===== src/design/lcd4w_pkg.sv =====
// ----------------------------------------------------------------------------
// lcd4w_pkg
// Types, constants and helper function of the 4-bit character LCD writer.
// ----------------------------------------------------------------------------
package lcd4w_pkg;

   // Request kinds.
   localparam logic [1:0] REQ_COMMAND = 2'd0;
   localparam logic [1:0] REQ_DATA    = 2'd1;
   localparam logic [1:0] REQ_CURSOR  = 2'd2;
   localparam logic [1:0] REQ_INIT    = 2'd3;

   // Control register indexes.
   localparam int unsigned CSR_INDEX_WIDTH = 3;
   localparam logic [CSR_INDEX_WIDTH-1:0] CSR_PULSE_WIDTH = 3'd0;
   localparam logic [CSR_INDEX_WIDTH-1:0] CSR_SHORT_WAIT  = 3'd1;
   localparam logic [CSR_INDEX_WIDTH-1:0] CSR_LONG_WAIT   = 3'd2;
   localparam logic [CSR_INDEX_WIDTH-1:0] CSR_DATA_WAIT   = 3'd3;
   localparam logic [CSR_INDEX_WIDTH-1:0] CSR_POWERUP     = 3'd4;

   localparam int unsigned HOLD_WIDTH = 16;

   // Register reset values.
   localparam logic [HOLD_WIDTH-1:0] PULSE_WIDTH_RESET = 16'd1;
   localparam logic [HOLD_WIDTH-1:0] SHORT_WAIT_RESET  = 16'd50;
   localparam logic [HOLD_WIDTH-1:0] LONG_WAIT_RESET   = 16'd2000;
   localparam logic [HOLD_WIDTH-1:0] DATA_WAIT_RESET   = 16'd50;
   localparam logic [HOLD_WIDTH-1:0] POWERUP_RESET     = 16'd50000;

   // Fixed gaps of the init sequence.
   localparam logic [HOLD_WIDTH-1:0] INIT_FIRST_GAP_US = 16'd5000;
   localparam logic [HOLD_WIDTH-1:0] INIT_GAP_US       = 16'd150;

   // LCD command bytes.
   localparam logic [7:0] CMD_CLEAR      = 8'h01;
   localparam logic [7:0] CMD_HOME       = 8'h02;
   localparam logic [7:0] CMD_FUNC_SET   = 8'h28;
   localparam logic [7:0] CMD_DISPLAY_ON = 8'h0C;
   localparam logic [7:0] CMD_ENTRY_MODE = 8'h06;
   localparam logic [3:0] ROW1_BASE      = 4'hC;
   localparam logic [3:0] ROW0_BASE      = 4'h8;
   localparam logic [3:0] WAKE_NIBBLE    = 4'h3;
   localparam logic [3:0] FOUR_BIT_NIBBLE = 4'h2;

   // Step counts.
   localparam int unsigned STEP_WIDTH     = 6;
   localparam logic [STEP_WIDTH-1:0] BYTE_LAST_STEP = 6'd5;
   localparam logic [STEP_WIDTH-1:0] INIT_LAST_STEP = 6'd37;

   typedef enum logic [2:0] {
      HOLD_PULSE,
      HOLD_WAIT,
      HOLD_POWERUP,
      HOLD_LONG,
      HOLD_FIRST_GAP,
      HOLD_GAP
   } hold_sel_type;

   // One pin state before the hold time and nibble source are resolved.
   typedef struct packed {
      logic         en;
      logic         keep;
      logic [3:0]   nibble;
      hold_sel_type hold_sel;
   } pin_step_type;

   // Pin state number slot (0 to 5) of a byte write.
   function automatic pin_step_type byte_slot(input logic [2:0] slot,
                                              input logic [7:0] value);
      pin_step_type s;
      s.en       = 1'b0;
      s.keep     = 1'b0;
      s.nibble   = value[7:4];
      s.hold_sel = HOLD_PULSE;
      unique case (slot)
         3'd0: begin
            s.keep = 1'b1;
         end
         3'd1: begin
            s.en = 1'b1;
         end
         3'd2: begin
            s.en = 1'b0;
         end
         3'd3: begin
            s.en     = 1'b1;
            s.nibble = value[3:0];
         end
         3'd4: begin
            s.nibble = value[3:0];
         end
         default: begin
            s.nibble   = value[3:0];
            s.hold_sel = HOLD_WAIT;
         end
      endcase
      return s;
   endfunction

endpackage


===== src/design/lcd4w_if.sv =====
// ----------------------------------------------------------------------------
// lcd4w_if
// Valid/ready channels of the LCD writer: requests in, pin states out.
// ----------------------------------------------------------------------------
interface lcd4w_req_if;
   logic       valid;
   logic       ready;
   logic [1:0] req_type;
   logic [7:0] byte_value;
   logic       cursor_row;
   logic [3:0] cursor_col;

   modport source (output valid, req_type, byte_value, cursor_row, cursor_col,
                   input ready);
   modport sink   (input valid, req_type, byte_value, cursor_row, cursor_col,
                   output ready);
endinterface

interface lcd4w_rsp_if;
   logic        valid;
   logic        ready;
   logic        rs_level;
   logic        rw_level;
   logic        enable_level;
   logic [3:0]  data_nibble;
   logic [15:0] hold_us;
   logic        last;

   modport source (output valid, rs_level, rw_level, enable_level, data_nibble,
                   hold_us, last, input ready);
   modport sink   (input valid, rs_level, rw_level, enable_level, data_nibble,
                   hold_us, last, output ready);
endinterface


===== src/design/char_lcd_4bit_writer.sv =====
// ----------------------------------------------------------------------------
// char_lcd_4bit_writer
// Turns LCD requests into timed pin states for a 4-bit HD44780-type bus.
// ----------------------------------------------------------------------------
// A command, data or cursor request yields 6 pin states and the init request
// yields 38, one per clock cycle from a step counter into the output register
// whenever the result side takes every state. The next request is accepted in
// the same cycle the current request's last state is loaded into the output
// register, so consecutive requests leave no gap. Control registers are
// written through the csr_ port and must only be changed while no request is
// in progress.
module char_lcd_4bit_writer (
   input  logic                                    clock,
   input  logic                                    reset,
   input  logic                                    csr_we,
   input  logic [lcd4w_pkg::CSR_INDEX_WIDTH-1:0]   csr_index,
   input  logic [lcd4w_pkg::HOLD_WIDTH-1:0]        csr_wdata,
   lcd4w_req_if.sink                               req_chan,
   lcd4w_rsp_if.source                             rsp_chan
);

   // Control registers.
   logic [lcd4w_pkg::HOLD_WIDTH-1:0] pulse_width_ff;
   logic [lcd4w_pkg::HOLD_WIDTH-1:0] short_wait_ff;
   logic [lcd4w_pkg::HOLD_WIDTH-1:0] long_wait_ff;
   logic [lcd4w_pkg::HOLD_WIDTH-1:0] data_wait_ff;
   logic [lcd4w_pkg::HOLD_WIDTH-1:0] powerup_ff;

   // Sequencer state.
   logic                              busy_ff,   busy_in;
   logic                              init_ff,   init_in;
   logic                              rs_ff,     rs_in;
   logic [7:0]                        byte_ff,   byte_in;
   logic [lcd4w_pkg::STEP_WIDTH-1:0]  step_ff,   step_in;
   logic [3:0]                        pin_nibble_ff, pin_nibble_in;

   // Output register.
   logic                              out_valid_ff, out_valid_in;
   logic                              out_rs_ff;
   logic                              out_en_ff;
   logic [3:0]                        out_nibble_ff;
   logic [lcd4w_pkg::HOLD_WIDTH-1:0]  out_hold_ff;
   logic                              out_last_ff;

   logic                              advance;
   logic                              is_last;
   logic                              req_accept;
   logic [7:0]                        cur_byte;
   logic [2:0]                        cur_slot;
   lcd4w_pkg::pin_step_type           cur_step;
   logic [3:0]                        gen_nibble;
   logic [lcd4w_pkg::HOLD_WIDTH-1:0]  gen_hold;
   logic [lcd4w_pkg::STEP_WIDTH-1:0]  step_rel;
   logic [7:0]                        eff_byte;

   // ------------------------------------------------------------------------
   // Control registers
   // ------------------------------------------------------------------------
   always_ff @(posedge clock) begin
      if (reset) begin
         pulse_width_ff <= lcd4w_pkg::PULSE_WIDTH_RESET;
         short_wait_ff  <= lcd4w_pkg::SHORT_WAIT_RESET;
         long_wait_ff   <= lcd4w_pkg::LONG_WAIT_RESET;
         data_wait_ff   <= lcd4w_pkg::DATA_WAIT_RESET;
         powerup_ff     <= lcd4w_pkg::POWERUP_RESET;
      end else if (csr_we) begin
         unique case (csr_index)
            lcd4w_pkg::CSR_PULSE_WIDTH: pulse_width_ff <= csr_wdata;
            lcd4w_pkg::CSR_SHORT_WAIT:  short_wait_ff  <= csr_wdata;
            lcd4w_pkg::CSR_LONG_WAIT:   long_wait_ff   <= csr_wdata;
            lcd4w_pkg::CSR_DATA_WAIT:   data_wait_ff   <= csr_wdata;
            lcd4w_pkg::CSR_POWERUP:     powerup_ff     <= csr_wdata;
            default: begin
            end
         endcase
      end
   end

   // ------------------------------------------------------------------------
   // Handshakes
   // ------------------------------------------------------------------------
   assign advance  = busy_ff && (!out_valid_ff || rsp_chan.ready);
   assign is_last  = init_ff ? (step_ff == lcd4w_pkg::INIT_LAST_STEP)
                             : (step_ff == lcd4w_pkg::BYTE_LAST_STEP);

   assign req_chan.ready = !busy_ff || (advance && is_last);
   assign req_accept     = req_chan.valid && req_chan.ready;

   // A cursor move is sent as a set-address command.
   always_comb begin
      if (req_chan.req_type == lcd4w_pkg::REQ_CURSOR) begin
         eff_byte = {(req_chan.cursor_row ? lcd4w_pkg::ROW1_BASE : lcd4w_pkg::ROW0_BASE),
                     req_chan.cursor_col};
      end else begin
         eff_byte = req_chan.byte_value;
      end
   end

   // ------------------------------------------------------------------------
   // Step decode
   // ------------------------------------------------------------------------
   always_comb begin
      cur_byte = byte_ff;
      cur_slot = step_ff[2:0];
      step_rel = step_ff;
      cur_step = lcd4w_pkg::byte_slot(cur_slot, cur_byte);
      if (init_ff) begin
         priority if (step_ff == 6'd0) begin
            cur_step.en       = 1'b0;
            cur_step.keep     = 1'b1;
            cur_step.nibble   = 4'h0;
            cur_step.hold_sel = lcd4w_pkg::HOLD_POWERUP;
         end else if (step_ff <= 6'd12) begin
            // Four wake-up nibbles, each as enable high, enable low, gap.
            cur_step.nibble = (step_ff <= 6'd9) ? lcd4w_pkg::WAKE_NIBBLE
                                                : lcd4w_pkg::FOUR_BIT_NIBBLE;
            cur_step.keep   = 1'b0;
            if (step_ff == 6'd1 || step_ff == 6'd4 || step_ff == 6'd7 ||
                step_ff == 6'd10) begin
               cur_step.en       = 1'b1;
               cur_step.hold_sel = lcd4w_pkg::HOLD_PULSE;
            end else if (step_ff == 6'd2 || step_ff == 6'd5 || step_ff == 6'd8 ||
                         step_ff == 6'd11) begin
               cur_step.en       = 1'b0;
               cur_step.hold_sel = lcd4w_pkg::HOLD_PULSE;
            end else begin
               cur_step.en       = 1'b0;
               cur_step.hold_sel = (step_ff == 6'd3) ? lcd4w_pkg::HOLD_FIRST_GAP
                                                     : lcd4w_pkg::HOLD_GAP;
            end
         end else if (step_ff <= 6'd18) begin
            step_rel = step_ff - 6'd13;
            cur_byte = lcd4w_pkg::CMD_FUNC_SET;
            cur_slot = step_rel[2:0];
            cur_step = lcd4w_pkg::byte_slot(cur_slot, cur_byte);
         end else if (step_ff <= 6'd24) begin
            step_rel = step_ff - 6'd19;
            cur_byte = lcd4w_pkg::CMD_DISPLAY_ON;
            cur_slot = step_rel[2:0];
            cur_step = lcd4w_pkg::byte_slot(cur_slot, cur_byte);
         end else if (step_ff <= 6'd30) begin
            step_rel = step_ff - 6'd25;
            cur_byte = lcd4w_pkg::CMD_CLEAR;
            cur_slot = step_rel[2:0];
            cur_step = lcd4w_pkg::byte_slot(cur_slot, cur_byte);
         end else if (step_ff == 6'd31) begin
            // Extra settle time after the clear command.
            cur_step.en       = 1'b0;
            cur_step.keep     = 1'b1;
            cur_step.nibble   = 4'h0;
            cur_step.hold_sel = lcd4w_pkg::HOLD_LONG;
         end else begin
            step_rel = step_ff - 6'd32;
            cur_byte = lcd4w_pkg::CMD_ENTRY_MODE;
            cur_slot = step_rel[2:0];
            cur_step = lcd4w_pkg::byte_slot(cur_slot, cur_byte);
         end
      end
   end

   assign gen_nibble = cur_step.keep ? pin_nibble_ff : cur_step.nibble;

   always_comb begin
      unique case (cur_step.hold_sel)
         lcd4w_pkg::HOLD_PULSE:     gen_hold = pulse_width_ff;
         lcd4w_pkg::HOLD_WAIT: begin
            if (rs_ff) begin
               gen_hold = data_wait_ff;
            end else if (cur_byte == lcd4w_pkg::CMD_CLEAR ||
                         cur_byte == lcd4w_pkg::CMD_HOME) begin
               gen_hold = long_wait_ff;
            end else begin
               gen_hold = short_wait_ff;
            end
         end
         lcd4w_pkg::HOLD_POWERUP:   gen_hold = powerup_ff;
         lcd4w_pkg::HOLD_LONG:      gen_hold = long_wait_ff;
         lcd4w_pkg::HOLD_FIRST_GAP: gen_hold = lcd4w_pkg::INIT_FIRST_GAP_US;
         lcd4w_pkg::HOLD_GAP:       gen_hold = lcd4w_pkg::INIT_GAP_US;
         default:                   gen_hold = pulse_width_ff;
      endcase
   end

   // ------------------------------------------------------------------------
   // Sequencer
   // ------------------------------------------------------------------------
   always_comb begin
      busy_in       = busy_ff;
      init_in       = init_ff;
      rs_in         = rs_ff;
      byte_in       = byte_ff;
      step_in       = step_ff;
      pin_nibble_in = pin_nibble_ff;
      if (advance) begin
         pin_nibble_in = gen_nibble;
         if (is_last) begin
            busy_in = 1'b0;
         end else begin
            step_in = step_ff + 6'd1;
         end
      end
      if (req_accept) begin
         busy_in = 1'b1;
         init_in = (req_chan.req_type == lcd4w_pkg::REQ_INIT);
         rs_in   = (req_chan.req_type == lcd4w_pkg::REQ_DATA);
         byte_in = eff_byte;
         step_in = '0;
      end
   end

   always_ff @(posedge clock) begin
      if (reset) begin
         busy_ff       <= 1'b0;
         init_ff       <= 1'b0;
         step_ff       <= '0;
         pin_nibble_ff <= 4'h0;
      end else begin
         busy_ff       <= busy_in;
         init_ff       <= init_in;
         step_ff       <= step_in;
         pin_nibble_ff <= pin_nibble_in;
      end
   end

   always_ff @(posedge clock) begin
      rs_ff   <= rs_in;
      byte_ff <= byte_in;
   end

   // ------------------------------------------------------------------------
   // Output register
   // ------------------------------------------------------------------------
   always_comb begin
      out_valid_in = out_valid_ff;
      if (advance) begin
         out_valid_in = 1'b1;
      end else if (rsp_chan.ready) begin
         out_valid_in = 1'b0;
      end
   end

   always_ff @(posedge clock) begin
      if (reset) begin
         out_valid_ff <= 1'b0;
      end else begin
         out_valid_ff <= out_valid_in;
      end
   end

   always_ff @(posedge clock) begin
      if (advance) begin
         out_rs_ff     <= rs_ff;
         out_en_ff     <= cur_step.en;
         out_nibble_ff <= gen_nibble;
         out_hold_ff   <= gen_hold;
         out_last_ff   <= is_last;
      end
   end

   assign rsp_chan.valid        = out_valid_ff;
   assign rsp_chan.rs_level     = out_rs_ff;
   assign rsp_chan.rw_level     = 1'b0;
   assign rsp_chan.enable_level = out_en_ff;
   assign rsp_chan.data_nibble  = out_nibble_ff;
   assign rsp_chan.hold_us      = out_hold_ff;
   assign rsp_chan.last         = out_last_ff;

   // ------------------------------------------------------------------------
   // Assertions
   // ------------------------------------------------------------------------
   // A request may only be taken while busy when the last state goes out.
   assert property (@(posedge clock) disable iff (reset)
      (req_accept && busy_ff) |-> (advance && is_last))
      else $error("request accepted in the middle of a sequence");

   // Every sequence ends with the enable strobe low.
   assert property (@(posedge clock) disable iff (reset)
      (rsp_chan.valid && rsp_chan.last) |-> !rsp_chan.enable_level)
      else $error("last pin state has enable high");

   // A byte request never runs past its sixth state.
   assert property (@(posedge clock) disable iff (reset)
      (busy_ff && !init_ff) |-> (step_ff <= lcd4w_pkg::BYTE_LAST_STEP))
      else $error("byte request step out of range");

   // An enable pulse is always followed by enable low on the next state.
   assert property (@(posedge clock) disable iff (reset)
      (advance && cur_step.en) |=> (busy_ff && !cur_step.en))
      else $error("two enable-high states in a row");

endmodule


===== src/flat_wrapper.sv =====
// flat-port wrapper written by rule: the top's interface ports become plain ports
module char_lcd_4bit_writer_flat 
  (clock, reset, csr_we, csr_index, csr_wdata, req_chan_valid, req_chan_req_type, req_chan_byte_value, req_chan_cursor_row, req_chan_cursor_col, req_chan_ready, rsp_chan_valid, rsp_chan_rs_level, rsp_chan_rw_level, rsp_chan_enable_level, rsp_chan_data_nibble, rsp_chan_hold_us, rsp_chan_last, rsp_chan_ready);
  lcd4w_req_if req_chan_i ();
  lcd4w_rsp_if rsp_chan_i ();
  input  logic clock;
  input  logic reset;
  input  logic csr_we;
  input  logic [lcd4w_pkg::CSR_INDEX_WIDTH-1:0] csr_index;
  input  logic [lcd4w_pkg::HOLD_WIDTH-1:0] csr_wdata;
  input wire logic [$bits(req_chan_i.valid)-1:0] req_chan_valid;
  input wire logic [$bits(req_chan_i.req_type)-1:0] req_chan_req_type;
  input wire logic [$bits(req_chan_i.byte_value)-1:0] req_chan_byte_value;
  input wire logic [$bits(req_chan_i.cursor_row)-1:0] req_chan_cursor_row;
  input wire logic [$bits(req_chan_i.cursor_col)-1:0] req_chan_cursor_col;
  output wire logic [$bits(req_chan_i.ready)-1:0] req_chan_ready;
  output wire logic [$bits(rsp_chan_i.valid)-1:0] rsp_chan_valid;
  output wire logic [$bits(rsp_chan_i.rs_level)-1:0] rsp_chan_rs_level;
  output wire logic [$bits(rsp_chan_i.rw_level)-1:0] rsp_chan_rw_level;
  output wire logic [$bits(rsp_chan_i.enable_level)-1:0] rsp_chan_enable_level;
  output wire logic [$bits(rsp_chan_i.data_nibble)-1:0] rsp_chan_data_nibble;
  output wire logic [$bits(rsp_chan_i.hold_us)-1:0] rsp_chan_hold_us;
  output wire logic [$bits(rsp_chan_i.last)-1:0] rsp_chan_last;
  input wire logic [$bits(rsp_chan_i.ready)-1:0] rsp_chan_ready;
  assign req_chan_i.valid = req_chan_valid;
  assign req_chan_i.req_type = req_chan_req_type;
  assign req_chan_i.byte_value = req_chan_byte_value;
  assign req_chan_i.cursor_row = req_chan_cursor_row;
  assign req_chan_i.cursor_col = req_chan_cursor_col;
  assign req_chan_ready = req_chan_i.ready;
  assign rsp_chan_valid = rsp_chan_i.valid;
  assign rsp_chan_rs_level = rsp_chan_i.rs_level;
  assign rsp_chan_rw_level = rsp_chan_i.rw_level;
  assign rsp_chan_enable_level = rsp_chan_i.enable_level;
  assign rsp_chan_data_nibble = rsp_chan_i.data_nibble;
  assign rsp_chan_hold_us = rsp_chan_i.hold_us;
  assign rsp_chan_last = rsp_chan_i.last;
  assign rsp_chan_i.ready = rsp_chan_ready;
  char_lcd_4bit_writer u_core (.clock(clock), .reset(reset), .csr_we(csr_we), .csr_index(csr_index), .csr_wdata(csr_wdata), .req_chan(req_chan_i), .rsp_chan(rsp_chan_i));
endmodule

===== config.mk =====
export PLATFORM = sky130hd
export DESIGN_NAME = char_lcd_4bit_writer_flat
export DESIGN_NICKNAME = d
export VERILOG_FILES = /design/src/design/lcd4w_pkg.sv /design/src/design/lcd4w_if.sv /design/src/design/char_lcd_4bit_writer.sv /design/src/flat_wrapper.sv
export SDC_FILE = /design/constraint.sdc
export NUM_CORES = 1
export LEC_CHECK = 0
export BUFFER_PORTS_ARGS = -buffer_cell sky130_fd_sc_hd__buf_4
export CAP_MARGIN = 20
export CORE_MARGIN = 2
export CORE_UTILIZATION = 50
export CTS_CLUSTER_SIZE = 40
export DETAILED_ROUTE_END_ITERATION = 8
export HOLD_SLACK_MARGIN = 0.08
export PLACE_DENSITY = 0.72
export SYNTH_ARGS = -nofsm -noshare
export SYNTH_HDL_FRONTEND = slang
export SYNTH_SLANG_ARGS = --single-unit

===== constraint.sdc =====
create_clock -name clock -period 2.6 [get_ports clock]
set_clock_uncertainty 0.05 [all_clocks]
set_input_delay 0.13 -clock clock [delete_from_list [all_inputs] [get_ports clock]]
set_output_delay 0.13 -clock clock [all_outputs]
set_load 0.03 [all_outputs]

==> flow_summary.json <==
{
  "diodes": 0,
  "overflow": 0,
  "routed_wl_um": 20230,
  "peakVddDrop_mv": 0.5524,
  "finalCriticalPeriod_ns": 2.577,
  "cts_root_buf": "clkbuf_16",
  "cp.arrival_ns": 2.69,
  "post-route-period-util_pct": 99.13,
  "hold_violations": 0,
  "cts_buffers": 17,
  "cp-start-kind": "flip-flop",
  "met1_usage_pct": 40.03,
  "syn-num-nets": 785,
  "io_buffer_count": 63,
  "htree_levels": 4,
  "tightestPinTransition_ns": 0.9240,
  "r2r-start": "u_core.byte_ff[4]",
  "dieHeight_um": 116.0,
  "p_per_area_nw_per_um2": 594.4,
  "critPathSlowestCell": "or4_4",
  "met3_usage_pct": 5.858,
  "die_area_um2": 13460,
  "wl_per_cell_um": 18.93,
  "rsz0062_at_grt": "yes",
  "track_usage_pct": 29.91,
  "top_usage_layer": "met2",
  "grt_pass1_wl_um": 30570,
  "rrSetupSlack_ns": 0.02,
  "place_hpwl_um": 12640,
  "yosysWarningCount": 0,
  "cts_sinks": 125,
  "synth_compound_area_share_pct": 17.70,
  "synth_seq_area_share_pct": 44.98,
  "synth_xor_area_share_pct": 0.9769,
  "hp-class": "in -> reg",
  "muxShareOfSynthArea_pct": 6.220,
  "syn2layout_area_growth_pct": 38.08,
  "maxCapViolations": 0,
  "fill_cells": 936,
  "timing.fmax_mhz": 388.0,
  "syn_inst": 732,
  "place_ws_ns": -0.04348,
  "yosysTopAreaCell": "dfxtp_1",
  "drv_slew": 0,
  "antenna_left": 0,
  "timing.final.ws_setup_ns": 0.02251,
  "leakagePower_nw": 3.451,
  "synth.top_cells.by_area": "dfxtp_1, edfxtp_1, nand2_1, a21oi_1, mux2i_1",
  "synthFlopType": "dfxtp_1",
  "syn_avg_cell_area_um2": 8.574,
  "synthArstFlopShare_pct": 0,
  "reg2reg_depth": 8,
  "die_x_um": 116.0,
  "clock_path_buffers": 2,
  "drc": 0,
  "synth.most_common_cell": "nand2_1",
  "synth-seq-cells": 125,
  "vias_per_cell": 5.849,
  "row_count": 40,
  "synth-edff-count": 32,
  "drive_gt1_share_pct": 28.75,
  "cpMostUsedCell": "o21ai_2",
  "clock_latency_ns": 0.42,
  "place_area_um2": 7313,
  "path_class": "reg -> reg",
  "synth_top_family_by_area": "simple AND/OR/NAND/NOR gates",
  "yosys-top-cells-count": "nand2_1, dfxtp_1, a21oi_1",
  "met2_usage_pct": 47.68,
  "fin_nets": 941,
  "place_congestion": 0.9887,
  "r2r-end": "u_core.rsp_chan.hold_us[2]",
  "status": "completed",
  "yosys.area_share.simple_pct": 22.19,
  "grt_pass1_vias": 5903,
  "cp_cell_sequence": "or4_4, nor4_4, o21ai_2, nand3_2, buf_12, mux2_2, o21ai_2, a32oi_1",
  "grt_max_degree": 66,
  "antenna_found_initial": 0,
  "core_um2": 12110,
  "ys_types": 69,
  "finalSetupViolCount": 0,
  "utilization_pct": 71.55,
  "cts_tree": "yes",
  "io_pins": 65,
  "drtIter0Drc": 478,
  "syn_area_um2": 6276,
  "tns_ns": 0,
  "clk_pin_slew_worst_paths_ns": 0.06,
  "synth_fa_ha_area_share_pct": 2.791,
  "critPathCapture": "u_core.rsp_chan.hold_us[2]",
  "end_kind": "flip-flop",
  "synth_top_area_share_pct": 29.67,
  "design_area_um2": 8666,
  "cp_slowest_stage_delay_ns": 0.54,
  "vias": 6253,
  "worstPathMaxFanout": 8,
  "startpoint": "u_core.byte_ff[4]",
  "worstPathRequired_ns": 2.71,
  "first_pass_iters": 5,
  "slew_headroom_pct": 38.40,
  "start_util_pct": 51.82
}
[how the worst min path moves through the flow]
stage | start | end | slack (ns) | depth (start not counted)
after floorplan | reset | u_core.pin_nibble_ff[2] | 0.18 | 1
after global placement | req_chan_valid | u_core.busy_ff | 0.32 | 3
after detailed placement | csr_wdata[6] | u_core.long_wait_ff[6] | 0.34 | 3
after CTS | reset | u_core.long_wait_ff[6] | 0.12 | 4
after global routing | reset | u_core.long_wait_ff[7] | 0.15 | 4
final | reset | u_core.long_wait_ff[6] | 0.14 | 4
[repair_timing]
item,in CTS,in global routing
buffers inserted,3,9
resized for setup,9,67
endpoints found under the hold margin,92,0
gates cloned,1,3
endpoints found under the setup margin,17,33
pin swaps,7,13
hold buffers,34,0
[where the power goes]
part | leakage, nW | switching [W] | internal (W)
Sequential | 1.07 | 0.0000467 | 0.00209
Combinational | 2.12 | 0.000443 | 0.000364
Clock | 0.265 | 0.000873 | 0.00134
[metrics by stage]
step / hold slack (ns) / total power [W] / cells
floorplan: 0.1820 / 0.002555 / 732
global placement: 0.3239 / 0.002811 / 987
detailed placement: 0.3379 / 0.002832 / 987
CTS: 0.1241 / 0.005071 / 1057
global route: 0.1523 / 0.005307 / 1069
finish: 0.1437 / 0.005151 / 1069
[sequential cells by signal, indices dropped and copies added (netlist names), 4 cells and up]
signal / cells
u_core.data_wait_ff: 16
u_core.long_wait_ff: 16
u_core.powerup_ff: 16
u_core.pulse_width_ff: 16
u_core.rsp_chan.hold_us: 16
u_core.short_wait_ff: 16
u_core.byte_ff: 8
u_core.step_ff: 6
u_core.pin_nibble_ff: 4
u_core.rsp_chan.data_nibble: 4
[metal layers]
layer / share of wire (%) / routed length (µm)
met3: 8.1 / 1640
met5: 0 / 0
met4: 2.5 / 504
met1: 42 / 8437
met2: 48 / 9649
[logic make-up after synthesis]
| logic type | Yosys count |
|---|---|
| and+or+nand+nor | 299 |
| xor gates and xnor gates | 7 |
| AOI/OAI and AO/OA | 178 |
| adders and majority gates | 14 |
| muxes | 37 |
| other | 1 |
| buffers and inverters | 71 |
| DFF | 125 |
[final cells by class]
| class | instances | area (µm²) | share of cell area [%] |
|---|---|---|---|
| Clock inverter | 10 | 88.84 | 1.025 |
| Timing Repair Buffer | 187 | 1584 | 18.28 |
| Clock buffer | 22 | 454.2 | 5.241 |
| Multi-Input combinational cell | 537 | 3412 | 39.37 |
| Sequential cell | 125 | 2833 | 32.69 |
| Inverter | 20 | 83.83 | 0.9674 |
| Tap cell | 168 | 210.2 | 2.426 |
[cells in the final DEF, fill, tap and decap left out, types with 4 or more instances in the layout]
master / netlist / routed
mux2i_1: 21 / 20
and4_4: 1 / 5
a31oi_1: 9 / 9
ha_4: 0 / 6
clkbuf_16: 0 / 19
inv_1: 20 / 17
o21ai_2: 1 / 5
clkbuf_1: 34 / 4
and3_1: 4 / 4
nand2b_1: 6 / 4
o22ai_1: 14 / 14
dlygate4sd3_1: 0 / 34
o21ai_0: 15 / 5
dfxtp_1: 93 / 89
nand3_1: 27 / 27
a22oi_1: 4 / 4
o21ai_1: 0 / 6
mux2_2: 16 / 14
buf_4: 3 / 142
ha_1: 14 / 8
nor2_1: 29 / 27
nand4_1: 11 / 11
nand2_1: 180 / 178
nor3_1: 5 / 5
buf_6: 4 / 5
and2_1: 5 / 5
o31ai_1: 11 / 9
a32oi_1: 4 / 4
o21bai_1: 5 / 4
edfxtp_1: 32 / 32
clkinv_2: 0 / 4
a21oi_1: 88 / 85
a21oi_2: 1 / 4
nor2b_1: 7 / 6
[critical path: cells and delay by family, from the launching register on]
| family | cells | cell delay (ns) |
|---|---|---|
| buffers and inverters | 1 | 0.14 |
| AOI/OAI and AO/OA | 3 | 0.36 |
| and+or+nand+nor | 3 | 1.00 |
| DFF | 1 | 0.42 |
| muxes | 1 | 0.35 |
Note: power is estimated with default switching activity, not from simulation.
